### config.mk
export PLATFORM = sky130hd
export DESIGN_NAME = psrl_ctrl
export DESIGN_NICKNAME = d
export VERILOG_FILES = /design/src/sv/psrl_pkg.sv /design/src/sv/psrl_ctrl.sv
export SDC_FILE = /design/constraint.sdc
export NUM_CORES = 1
export LEC_CHECK = 0
export ABC_AREA = 1
export BUFFER_PORTS_ARGS = -buffer_cell sky130_fd_sc_hd__buf_4
export CORE_MARGIN = 8
export CORE_UTILIZATION = 40
export CTS_CLUSTER_DIAMETER = 40
export DETAILED_ROUTE_END_ITERATION = 7
export PLACE_DENSITY = 0.79
export SYNTH_ARGS = -nofsm -noshare
export SYNTH_HDL_FRONTEND = slang
export SYNTH_SLANG_ARGS = --single-unit
### constraint.sdc
create_clock -name clk -period 1.5 [get_ports clk]
set_input_delay 0.15 -clock clk [delete_from_list [all_inputs] [get_ports clk]]
set_output_delay 0.15 -clock clk [all_outputs]
set_load 0.005 [all_outputs]
### src/sv/psrl_pkg.sv
// Shared types and codes for the priority-sorted render list.
// Used by psrl_ctrl, psrl_datapath and the top level; no dependencies.
package psrl_pkg;

    // Input command codes
    localparam logic [1:0] CMD_INSERT = 2'd0;
    localparam logic [1:0] CMD_CLEAR  = 2'd1;
    localparam logic [1:0] CMD_LIST   = 2'd2;

    // Result kinds
    localparam logic [2:0] K_DONE  = 3'd0;
    localparam logic [2:0] K_FULL  = 3'd1;
    localparam logic [2:0] K_SELF  = 3'd2;
    localparam logic [2:0] K_ENTRY = 3'd3;
    localparam logic [2:0] K_EMPTY = 3'd4;

    // Configuration register indexes
    localparam logic REG_LIST_ENABLED = 1'b0;
    localparam logic REG_OWN_HANDLE   = 1'b1;

    // Controller to datapath commands
    typedef struct packed {
        logic       insert_en;  // write the new entry into the shift cells
        logic       clear_en;   // empty the list
        logic       list_load;  // capture the mask of listable slots
        logic       rotate;     // rotate slots and mask by one place
        logic       out_load;   // load the output register
        logic [2:0] out_kind;   // kind to load
    } psrl_cmd_t;

    // Datapath to controller status
    typedef struct packed {
        logic [2:0] insert_kind; // outcome an insert would have
        logic       list_empty;  // nothing to list for a list command
        logic       mask_head;   // slot at the head is still to be listed
    } psrl_status_t;

endpackage

### src/sv/psrl_ctrl.sv
// Controller of the render list: command decode, listing sequencer and
// output handshake. Depends on psrl_pkg for command/status types and codes.
module psrl_ctrl #(
    parameter int LIST_DEPTH = 64
) (
    input  logic                   clk,
    input  logic                   rst_n,
    input  logic                   in_valid,
    output logic                   in_ready,
    input  logic [1:0]             command,
    output logic                   out_valid,
    input  logic                   out_ready,
    input  psrl_pkg::psrl_status_t status,
    output psrl_pkg::psrl_cmd_t    cmd,
    output logic                   busy
);

    localparam int IW = $clog2(LIST_DEPTH);

    localparam logic ST_IDLE = 1'b0;
    localparam logic ST_LIST = 1'b1;

    logic          state_reg, state_next;
    logic [IW-1:0] rot_reg, rot_next;
    logic          out_valid_reg, out_valid_next;
    logic          out_free;
    logic          in_xfer;

    assign out_free = !out_valid_reg || out_ready;
    assign in_ready = (state_reg == ST_IDLE) && out_free;
    assign in_xfer  = in_valid && in_ready;
    assign busy     = (state_reg == ST_LIST);

    // Next state and datapath commands
    always_comb
    begin
        state_next = state_reg;
        rot_next   = rot_reg;
        cmd        = '0;
        unique case (state_reg)
            ST_IDLE:
            begin
                if (in_xfer)
                begin
                    cmd.out_load = 1'b1;
                    unique case (command)
                        psrl_pkg::CMD_INSERT:
                        begin
                            cmd.out_kind  = status.insert_kind;
                            cmd.insert_en = (status.insert_kind == psrl_pkg::K_DONE);
                        end
                        psrl_pkg::CMD_CLEAR:
                        begin
                            cmd.out_kind = psrl_pkg::K_DONE;
                            cmd.clear_en = 1'b1;
                        end
                        psrl_pkg::CMD_LIST:
                        begin
                            if (status.list_empty)
                                cmd.out_kind = psrl_pkg::K_EMPTY;
                            else
                            begin
                                cmd.out_load  = 1'b0;
                                cmd.list_load = 1'b1;
                                state_next    = ST_LIST;
                                rot_next      = '0;
                            end
                        end
                        default:
                            cmd.out_kind = psrl_pkg::K_DONE;
                    endcase
                end
            end
            ST_LIST:
            begin
                // Hold while the head entry waits for a free output register
                if (!(status.mask_head && !out_free))
                begin
                    cmd.rotate = 1'b1;
                    if (status.mask_head)
                    begin
                        cmd.out_load = 1'b1;
                        cmd.out_kind = psrl_pkg::K_ENTRY;
                    end
                    rot_next = rot_reg + IW'(1);
                    if (rot_reg == IW'(LIST_DEPTH - 1))
                        state_next = ST_IDLE;
                end
            end
            default:
                state_next = ST_IDLE;
        endcase
    end

    // Output valid: set on load, cleared on transfer
    always_comb
    begin
        if (cmd.out_load)
            out_valid_next = 1'b1;
        else if (out_ready)
            out_valid_next = 1'b0;
        else
            out_valid_next = out_valid_reg;
    end

    always_ff @(posedge clk or negedge rst_n)
    begin
        if (!rst_n)
        begin
            state_reg     <= ST_IDLE;
            rot_reg       <= '0;
            out_valid_reg <= 1'b0;
        end
        else
        begin
            state_reg     <= state_next;
            rot_reg       <= rot_next;
            out_valid_reg <= out_valid_next;
        end
    end

    assign out_valid = out_valid_reg;

endmodule

---- Yosys cells after proc, flatten, opt, wreduce, memory -nomap -nowiden ----
Cells that the tools add are included.
storage, ports and cells
  bits in registers ....................... 8
  input port bits ......................... 11
  output and inout port bits .............. 11
  logic and storage cells ................. 48
operators by class
  add/sub/neg operators ................... 1
  equality and inequality tests ........... 7
  muxes and demuxes ....................... 26
  bitwise operators ....................... 1
  reductions and logical operators ........ 10
operators with widths
  operator                                                                  number
  6-bit 2-to-1 mux                                                          4
  1-bit 2-to-1 mux                                                          12
  6-bit one-hot mux with 2 select lines                                     1
  3-bit 2-to-1 mux                                                          3
  4-bit 2-to-1 mux                                                          2
  4-bit one-hot mux with 2 select lines                                     1
  6-bit by 1-bit adder with 6-bit output (second input constant)            1
  6-bit == test (second input constant)                                     1
  2-bit inequality test (second input constant)                             3
  3-bit one-hot mux with 2 select lines                                     1
  5-bit 2-to-1 mux                                                          1
  4-bit AND reduction                                                       1
  1-bit logical AND                                                         3
  3-bit zero test                                                           1
  2-bit by 1-bit == test with 1-bit output (second input constant)          1
  2-bit == test (second input constant)                                     1
  1-bit zero test                                                           2
  2-bit zero test                                                           1
  2-bit by 1-bit inequality test with 1-bit output (second input constant)  1
  1-bit one-hot mux with 2 select lines                                     1
  2-bit nonzero test                                                        1
  1-bit logical OR                                                          1
  1-bit NOT                                                                 1

---- Logic depth before layout (Yosys ltp) ----
Gate-level depths: netlist of run 1.
  depth in word-level cells ............... 7
  mapped depth ............................ 7
  mapped depth without buffers ............ 7

---- Least setup slack after synthesis of run 1 ----
Ideal clock, no wire load.
  path kind ............................... register to output
  start point ............................. register state_reg, in the netlist busy
  end point ............................... output port cmd[3] (netlist name)
  arrival ................................. 943 ps
  data required time ...................... 1,350 ps
  setup slack ............................. 407 ps
  cell stages (with the launch flop) ...... 5
  buffers on the path ..................... 1
  cell sequence ........................... dfrtp_1 inv_2 nand3_4 o21ai_0 buf_4
RTL lines
  item                      RTL line          source
  start: declaration        psrl_ctrl.sv:23   logic state_reg, state_next;
  start signal: assignment  psrl_ctrl.sv:116  state_reg <= state_next;
  end: declaration          psrl_ctrl.sv:14   output psrl_pkg::psrl_cmd_t cmd,

==> results of run 1 <==
-- how the worst min path moves through the flow --
| stage | start | endpoint | slack [ns] | cells after the start |
|---|---|---|---|---|
| CTS | rst_n | rot_reg[0]$_DFFE_PN0P_ | 0.24 | 2 |
| finish | rst_n | rot_reg[0]$_DFFE_PN0P_ | 0.25 | 2 |
| detailed placement | rst_n | rot_reg[1]$_DFFE_PN0P_ | -0.02 | 1 |
| global placement | rst_n | rot_reg[1]$_DFFE_PN0P_ | -0.02 | 1 |
| floorplan | rst_n | busy$_DFF_PN0_ | -0.15 | 0 |
| global route | rst_n | rot_reg[0]$_DFFE_PN0P_ | 0.27 | 2 |
-- worst max-delay path, delay by kind of cell (launching register included) --
kind | cells | cell delay, ns
buffers and inverters | 3 | 0.26
DFF | 1 | 0.40
and+or+nand+nor | 3 | 0.32
-- metrics by stage --
stage,instances,hold WS (ns),worst slack [ns]
global placement,120,-0.0249,0.342
global route,124,0.269,0.00588
floorplan,85,-0.146,0.407
detailed placement,120,-0.0230,0.333
finish,124,0.249,0.105
CTS,124,0.243,0.0557
-- logic make-up after synthesis --
| kind of cell | Yosys count | synth area share (%) |
|---|---|---|
| AO/OA/AOI/OAI | 7 | 6.89 |
| AND/OR/NAND/NOR | 57 | 48.4 |
| XOR/XNOR | 1 | 1.46 |
| buffers and inverters | 11 | 7.73 |
| adder cells (fa/ha/maj) | 1 | 2.09 |
| flip-flops | 8 | 33.4 |
-- repair_timing --
item / in CTS / in global routing
hold buffers: 1 / 0
endpoints found under the setup margin: 0 / 4
resized for setup: 0 / 5
buffers inserted: 0 / 0
hold endpoints to repair: 8 / 0
-- metal layers --
metal / share of wire [%] / track usage [%]
met2: 43 / 16.8
met1: 42 / 11.7
met5: 0 / 0
met4: 2.8 / 9.84
met3: 12 / 2.45
-- final cells by class --
cell class,count,area (um^2)
clock buffers,3,22.5
fillers,151,651
inverters,9,33.8
multi-input cells,66,358
flip-flops and latches,8,201
well taps,16,20.0
repair buffers,22,168
-- where the power goes --
part / internal, uW / switching (uW)
logic: 209 / 230
clock network: 91.5 / 73.1
registers: 284 / 101
total: 585 / 404
-- synth_stat cells --
cell type	instances	area, um^2
o21ai_0	4	20.0
nor3_1	2	10.0
buf_2	1	5.00
a21oi_1	1	5.00
nor2_1	6	22.5
xnor2_1	1	8.76
o211ai_1	1	7.51
or2_0	1	6.26
nand3_4	1	17.5
o21ai_2	1	8.76
nand2_2	3	18.8
nand4_1	2	12.5
nor2_4	1	11.3
nand2_4	1	11.3
nand3_1	12	60.1
ha_1	1	12.5
nand3_2	1	10.0
nand2_1	24	90.1
inv_2	2	7.51
buf_4	1	7.51
nor2_2	2	12.5
nand3b_1	1	7.51
dfrtp_1	8	200
inv_1	7	26.3
==> impl_metrics.ini, run 1 <==
[critical_path]
r2r_cells = 4
crit_chain = inv_1, nor2_2, nor2_2, nand3_2, inv_1, buf_4
reg2reg_from = rot_reg[0]$_DFFE_PN0P_
endpoint_kind = output pin
max_stage_delay_ns = 0.40
crit_fanout = 8
crit_end = cmd[5]
path_class = reg -> out
crit_slowest_cell = dfrtp_1
crit_path_start = out_valid$_DFFE_PN0P_
r2r_slack_ns = 0.37
cp.arrival_ns = 1.24
crit_path_start_kind = flop
r2r_end = busy$_DFF_PN0_
required_ns = 1.35

[placed_design]
placed_cell_area_um2 = 764
gp_congestion = 0.788
port-buffer-count = 21
dp_hpwl_mm = 1.17

[grt]
grt-ovfl-total = 0
track_usage_pct = 10.7
grt_pass1_vias = 566
grt_max_degree = 10
grt_pass1_wl_mm = 2.32
antenna_found_initial = 0

[power]
design_power_total_uw = 989
leakagePower_uw = 0.000401
irDropWorstVdd_v = 0.000852
p_per_area_nw_per_um2 = 1230

[clock_network]
clock_latency_ns = 0.25
cts_num_sinks = 8
numCtsBuffers = 3
cts_root_buf = clkbuf_4
cts_max_path_buffers = 2
clk_pin_slew_ns = 0.05
cts_max_level = 1
cts_tree = yes

[drt]
vias_per_cell = 4.85
via_count = 601
dr.pass1.iters = 3
routed_wl_mm = 1.44
drt_iter0_drc = 7
routedWlPerCell_um = 11.6
drt_drc_violations_left = 0
ant_nets = 0

[synthesis]
synth_fp_nets = 97
synth_warnings = 0
ys_ff_latch = 8
syn_area_um2 = 599
avgSynthCellArea_um2 = 7.05
ys_seq_area_share_pct = 33.4
yosysUniqueCellTypes = 24
syn_inst = 85

[floorplanning]
rows = 14
fp.dieH_um = 54.7
dieWidth_um = 54.7
start_util_pct = 41.2
dieArea_um2 = 2990
core_area_um2 = 1450
pin_count = 22

[finish]
final_common_cell = nand2_1
finish.utilization_pct = 55.2
syn2layout_area_growth_pct = 34.0
final_layout_size_suffix_gt1_share_pct = 35.2
layout_common_cells = nand2_1, buf_4, nand3_1, inv_1, dfrtp_1
antennaDiodeCount = 0
postLayoutCellArea_um2 = 803
largest_reg_flops = 6
final_nets = 122

[run]
cap_violations = 0

[timing]
setup_viol = 0
max_freq_mhz = 717
final-hold-violation-count = 0
timing.final.crit_share_pct = 93.0
min_period_ns = 1.39
rsz0062_at_grt = false
slew_violations = 0
finClkSkew_ns = 0.000756
slew-limit-headroom_pct = 83.3
fin_setup_tns_ns = 0
worstMarginPinSlew_ns = 0.249

[hold_path]
hp-class = in -> async

[run_status]
status = completed
Power figures use the tool's default switching activity.
==> run 2, diff against run 1 <==
clock period = 1.3 ns   (was 1.5 ns; I/O delays follow)
==> impl_metrics.ini, run 2 (synthesized netlist as in run 1, its figures left out) <==
[floorplanning]
core_area_um2 = 1450
pin_count = 22
fp.dieH_um = 54.7
dieArea_um2 = 2990
start_util_pct = 41.2
dieWidth_um = 54.7
rows = 14

[critical_path]
endpoint_kind = output pin
crit_path_start_kind = flop
path_class = reg -> out
required_ns = 1.17
crit_fanout = 8
cp.arrival_ns = 1.21

[drt]
dr_wl_met2_um = 856
ant_nets = 0
vias_per_cell = 5.11
routedWlPerCell_um = 13.1
routed_wl_mm = 1.72
top_layer = met4
m1WireLength_um = 669
dr.pass1.iters = 4
via_count = 669
drt_iter0_drc = 21
met3RoutedLength_um = 182
drt_drc_violations_left = 0

[grt]
grt_pass1_vias = 638
track_usage_pct = 11.6
grt-ovfl-total = 0
antenna_found_initial = 0
grt_pass1_wl_mm = 2.55
grt_max_degree = 9

[finish]
final_common_cell = buf_4
final_nets = 129
syn2layout_area_growth_pct = 46.8
finish.utilization_pct = 60.5
postLayoutCellArea_um2 = 880
largest_reg_flops = 6
final_layout_size_suffix_gt1_share_pct = 43.5
layout_common_cells = buf_4, nand2_1, nand3_1, inv_1, dfrtp_1
antennaDiodeCount = 0

[run_status]
status = complete, but fails checks
violations = setup timing

[clock_network]
cts_max_level = 1
cts_max_path_buffers = 2
clock_latency_ns = 0.25
cts_root_buf = clkbuf_4
numCtsBuffers = 3
cts_num_sinks = 8
clk_pin_slew_ns = 0.06
cts_tree = yes

[power]
p_per_area_nw_per_um2 = 1460
leakagePower_uw = 0.000441
irDropWorstVdd_v = 0.000926

[timing]
fin_setup_tns_ns = -0.218
setup_viol = 8
slew_violations = 0
worstMarginPinSlew_ns = 0.234
rsz0062_at_grt = true
max_freq_mhz = 745
fin_ws_ns = -0.0423
hold_ws_ns = 0.227
final-hold-violation-count = 0
min_period_ns = 1.34
finClkSkew_ns = 0.00734
slew-limit-headroom_pct = 84.4
timing.final.crit_share_pct = 103

[placed_design]
gp_congestion = 0.854
port-buffer-count = 21
placed_cell_area_um2 = 772
dp_hpwl_mm = 1.17
pre_cts_slack_ns = 0.148

[hold_path]
hp-class = in -> async

[run]
cap_violations = 0
[run 2: path summary, 6_finish.rpt]
kind / startpoint / endpoint / slack (ns) / cells past startpoint
worst max-delay path: out_valid$_DFFE_PN0P_ / cmd[2] / -0.04 / 4
worst min-delay path: rst_n / rot_reg[0]$_DFFE_PN0P_ / 0.23 / 2
worst max register to register: out_valid$_DFFE_PN0P_ / rot_reg[4]$_DFFE_PN0P_ / 0.03 / 8
worst min register to register: rot_reg[5]$_DFFE_PN0P_ / rot_reg[5]$_DFFE_PN0P_ / 0.56 / 2
max in group asynchronous: rst_n / busy$_DFF_PN0_ / 0.93 / 2
min in group clk: status[0] / busy$_DFF_PN0_ / 0.24 / 5
[run 2: what timing repair did]
| action | in CTS | in global routing |
|---|---|---|
| endpoints found under the hold margin | 8 | 0 |
| pin swaps | 4 | 4 |
| buffers inserted | 4 | 2 |
| hold buffers | 1 | 0 |
| gates resized for setup | 7 | 4 |
| setup endpoints to repair | 8 | 8 |
[run 2: report_power, final]
part	switching, uW	internal [uW]
clock	81.7	105
combinational	344	325
sequential	100	328
[run 2: layout make-up]
type	instances	area, um^2
Fill cell	133	574
Inverter	9	33.8
Clock buffer	3	22.5
Timing Repair Buffer	29	224
Multi-Input combinational cell	66	378
Tap cell	16	20.0
Sequential cell	8	201
[run 2: worst max-delay path, cell delays in order (launching register included)]
cell and delay (ns):
dfrtp_1 0.41, nand2_2 0.14, nand3_4 0.14, a21oi_2 0.14
buf_4 0.12
[run 2: routing by layer]
metal | global-route usage, % | up-vias
met5 | 0 | -
met4 | 7.38 | 0
met3 | 2.99 | 2
met2 | 20.0 | 29
met1 | 12.1 | 299
li1 | - | 339
[run 2: per-stage QoR]
| step | total power, uW | std cells |
|---|---|---|
| 3_5_place_dp | 990 | 121 |
| 2_1_floorplan | 762 | 85 |
| 3_3_place_gp | 972 | 121 |
| 6_report | 1280 | 131 |
| 5_1_grt | 1380 | 131 |
| 4_1_cts | 1260 | 129 |
==> run 3, diff against run 2 <==
SKIP_CTS_REPAIR_TIMING = 1   (was default)
==> impl_metrics.ini, run 3 (synthesized netlist as in run 1, its figures left out) <==
[run_status]
status = complete, but fails checks
violations = setup timing

[grt]
grt_pass1_wl_mm = 2.32
antenna_found_initial = 0
track_usage_pct = 10.6
grt_max_degree = 10
grt-ovfl-total = 0
grt_pass1_vias = 593

[clock_network]
cts_num_sinks = 8
clock_latency_ns = 0.25
clk_pin_slew_ns = 0.06
cts_root_buf = clkbuf_4
cts_tree = yes
cts_max_level = 1
cts_max_path_buffers = 2
numCtsBuffers = 3

[timing]
worstMarginPinSlew_ns = 0.226
slew-limit-headroom_pct = 84.9
min_period_ns = 1.32
slew_violations = 0
hold_ws_ns = 0.161
setup_viol = 4
timing.final.crit_share_pct = 102
finClkSkew_ns = 0.00755
final-hold-violation-count = 0
max_freq_mhz = 757
rsz0062_at_grt = true
fin_ws_ns = -0.0204

[placed_design]
port-buffer-count = 21
gp_congestion = 0.854
dp_hpwl_mm = 1.17
dp.cells = 121

[drt]
via_count = 673
routedWlPerCell_um = 12.2
drt_drc_violations_left = 0
vias_per_cell = 5.02
dr.pass1.iters = 4
routed_wl_mm = 1.64
ant_nets = 0
drt_iter0_drc = 25

[critical_path]
endpoint_kind = output pin
path_class = reg -> out
crit_path_start = busy$_DFF_PN0_
crit_fanout = 8
crit_chain = inv_4, nand3_4, o21ai_1, buf_4
crit_path_start_kind = flop
crit_slowest_cell = dfrtp_2
max_stage_delay_ns = 0.44
reg2reg_from = out_valid$_DFFE_PN0P_
cp.arrival_ns = 1.19
required_ns = 1.17

[power]
p_per_area_nw_per_um2 = 1450
leakagePower_uw = 0.000453
irDropWorstVdd_v = 0.000921
design_power_total_uw = 1330

[finish]
largest_reg_flops = 6
syn2layout_area_growth_pct = 52.6
final_nets = 132
layout_common_cells = buf_4, nand2_1, nand3_1, dfrtp_1
final_layout_size_suffix_gt1_share_pct = 44.9
antennaDiodeCount = 0
final_common_cell = buf_4
final_cell_count_no_fill = 134

[hold_path]
hp-class = in -> reg
hp-start = in_valid

[floorplanning]
core_area_um2 = 1450
dieWidth_um = 54.7
rows = 14
start_util_pct = 41.2
pin_count = 22
dieArea_um2 = 2990
fp.dieH_um = 54.7

[run]
cap_violations = 0
-- run 3: final cells by class --
cell class	count	area, um^2
fillers	129	539
flip-flops and latches	8	201
multi-input cells	66	382
inverters	9	38.8
clock buffers	3	22.5
well taps	16	20.0
repair buffers	32	250
-- run 3: critical path, delay by kind of cell (launching register included) --
kind	cells	cell delay [ns]
buffers and inverters	2	0.22
flip-flops	1	0.44
AND/OR/NAND/NOR	1	0.13
AO/OA/AOI/OAI	1	0.15
-- run 3: through the flow --
| stage | util [%] | TNS [ns] | worst slack [ns] | instance area, um^2 |
|---|---|---|---|---|
| 2_1_floorplan | - | 0 | 0.227 | 599 |
| 3_3_place_gp | 53.1 | 0 | 0.180 | 772 |
| 3_5_place_dp | 53.1 | 0 | 0.148 | 772 |
| 4_1_cts | 54.6 | -0.808 | -0.139 | 795 |
| 5_1_grt | 62.9 | -0.642 | -0.103 | 915 |
| 6_report | 62.9 | -0.0417 | -0.0204 | 915 |
-- run 3: final timing paths --
path	to	slack (ns)	cells past startpoint
setup / recovery	cmd[3]	-0.02	4
hold / removal	busy$_DFF_PN0_	0.16	3
setup reg to reg	rot_reg[4]$_DFFE_PN0P_	0.08	8
hold reg to reg	rot_reg[5]$_DFFE_PN0P_	0.56	2
max in group asynchronous	busy$_DFF_PN0_	0.93	2
min in group asynchronous	rot_reg[0]$_DFFE_PN0P_	0.23	2
-- run 3: where the power goes --
| part | leakage (uW) | internal [uW] | switching (uW) |
|---|---|---|---|
| Clock | 0.0000138 | 105 | 80.4 |
| Combinational | 0.000339 | 362 | 355 |
| Sequential | 0.000101 | 328 | 96.9 |
| Total | 0.000453 | 796 | 533 |
-- run 3: per-layer routing --
metal  global-route usage (%)  share of wire [%]  up-vias
met3                     2.72                 10        2
met2                     17.9                 52       24
met4                     7.38               0.61        0
li1                         -                  -      348
met5                        0                  0        -
met1                     11.1                 37      299
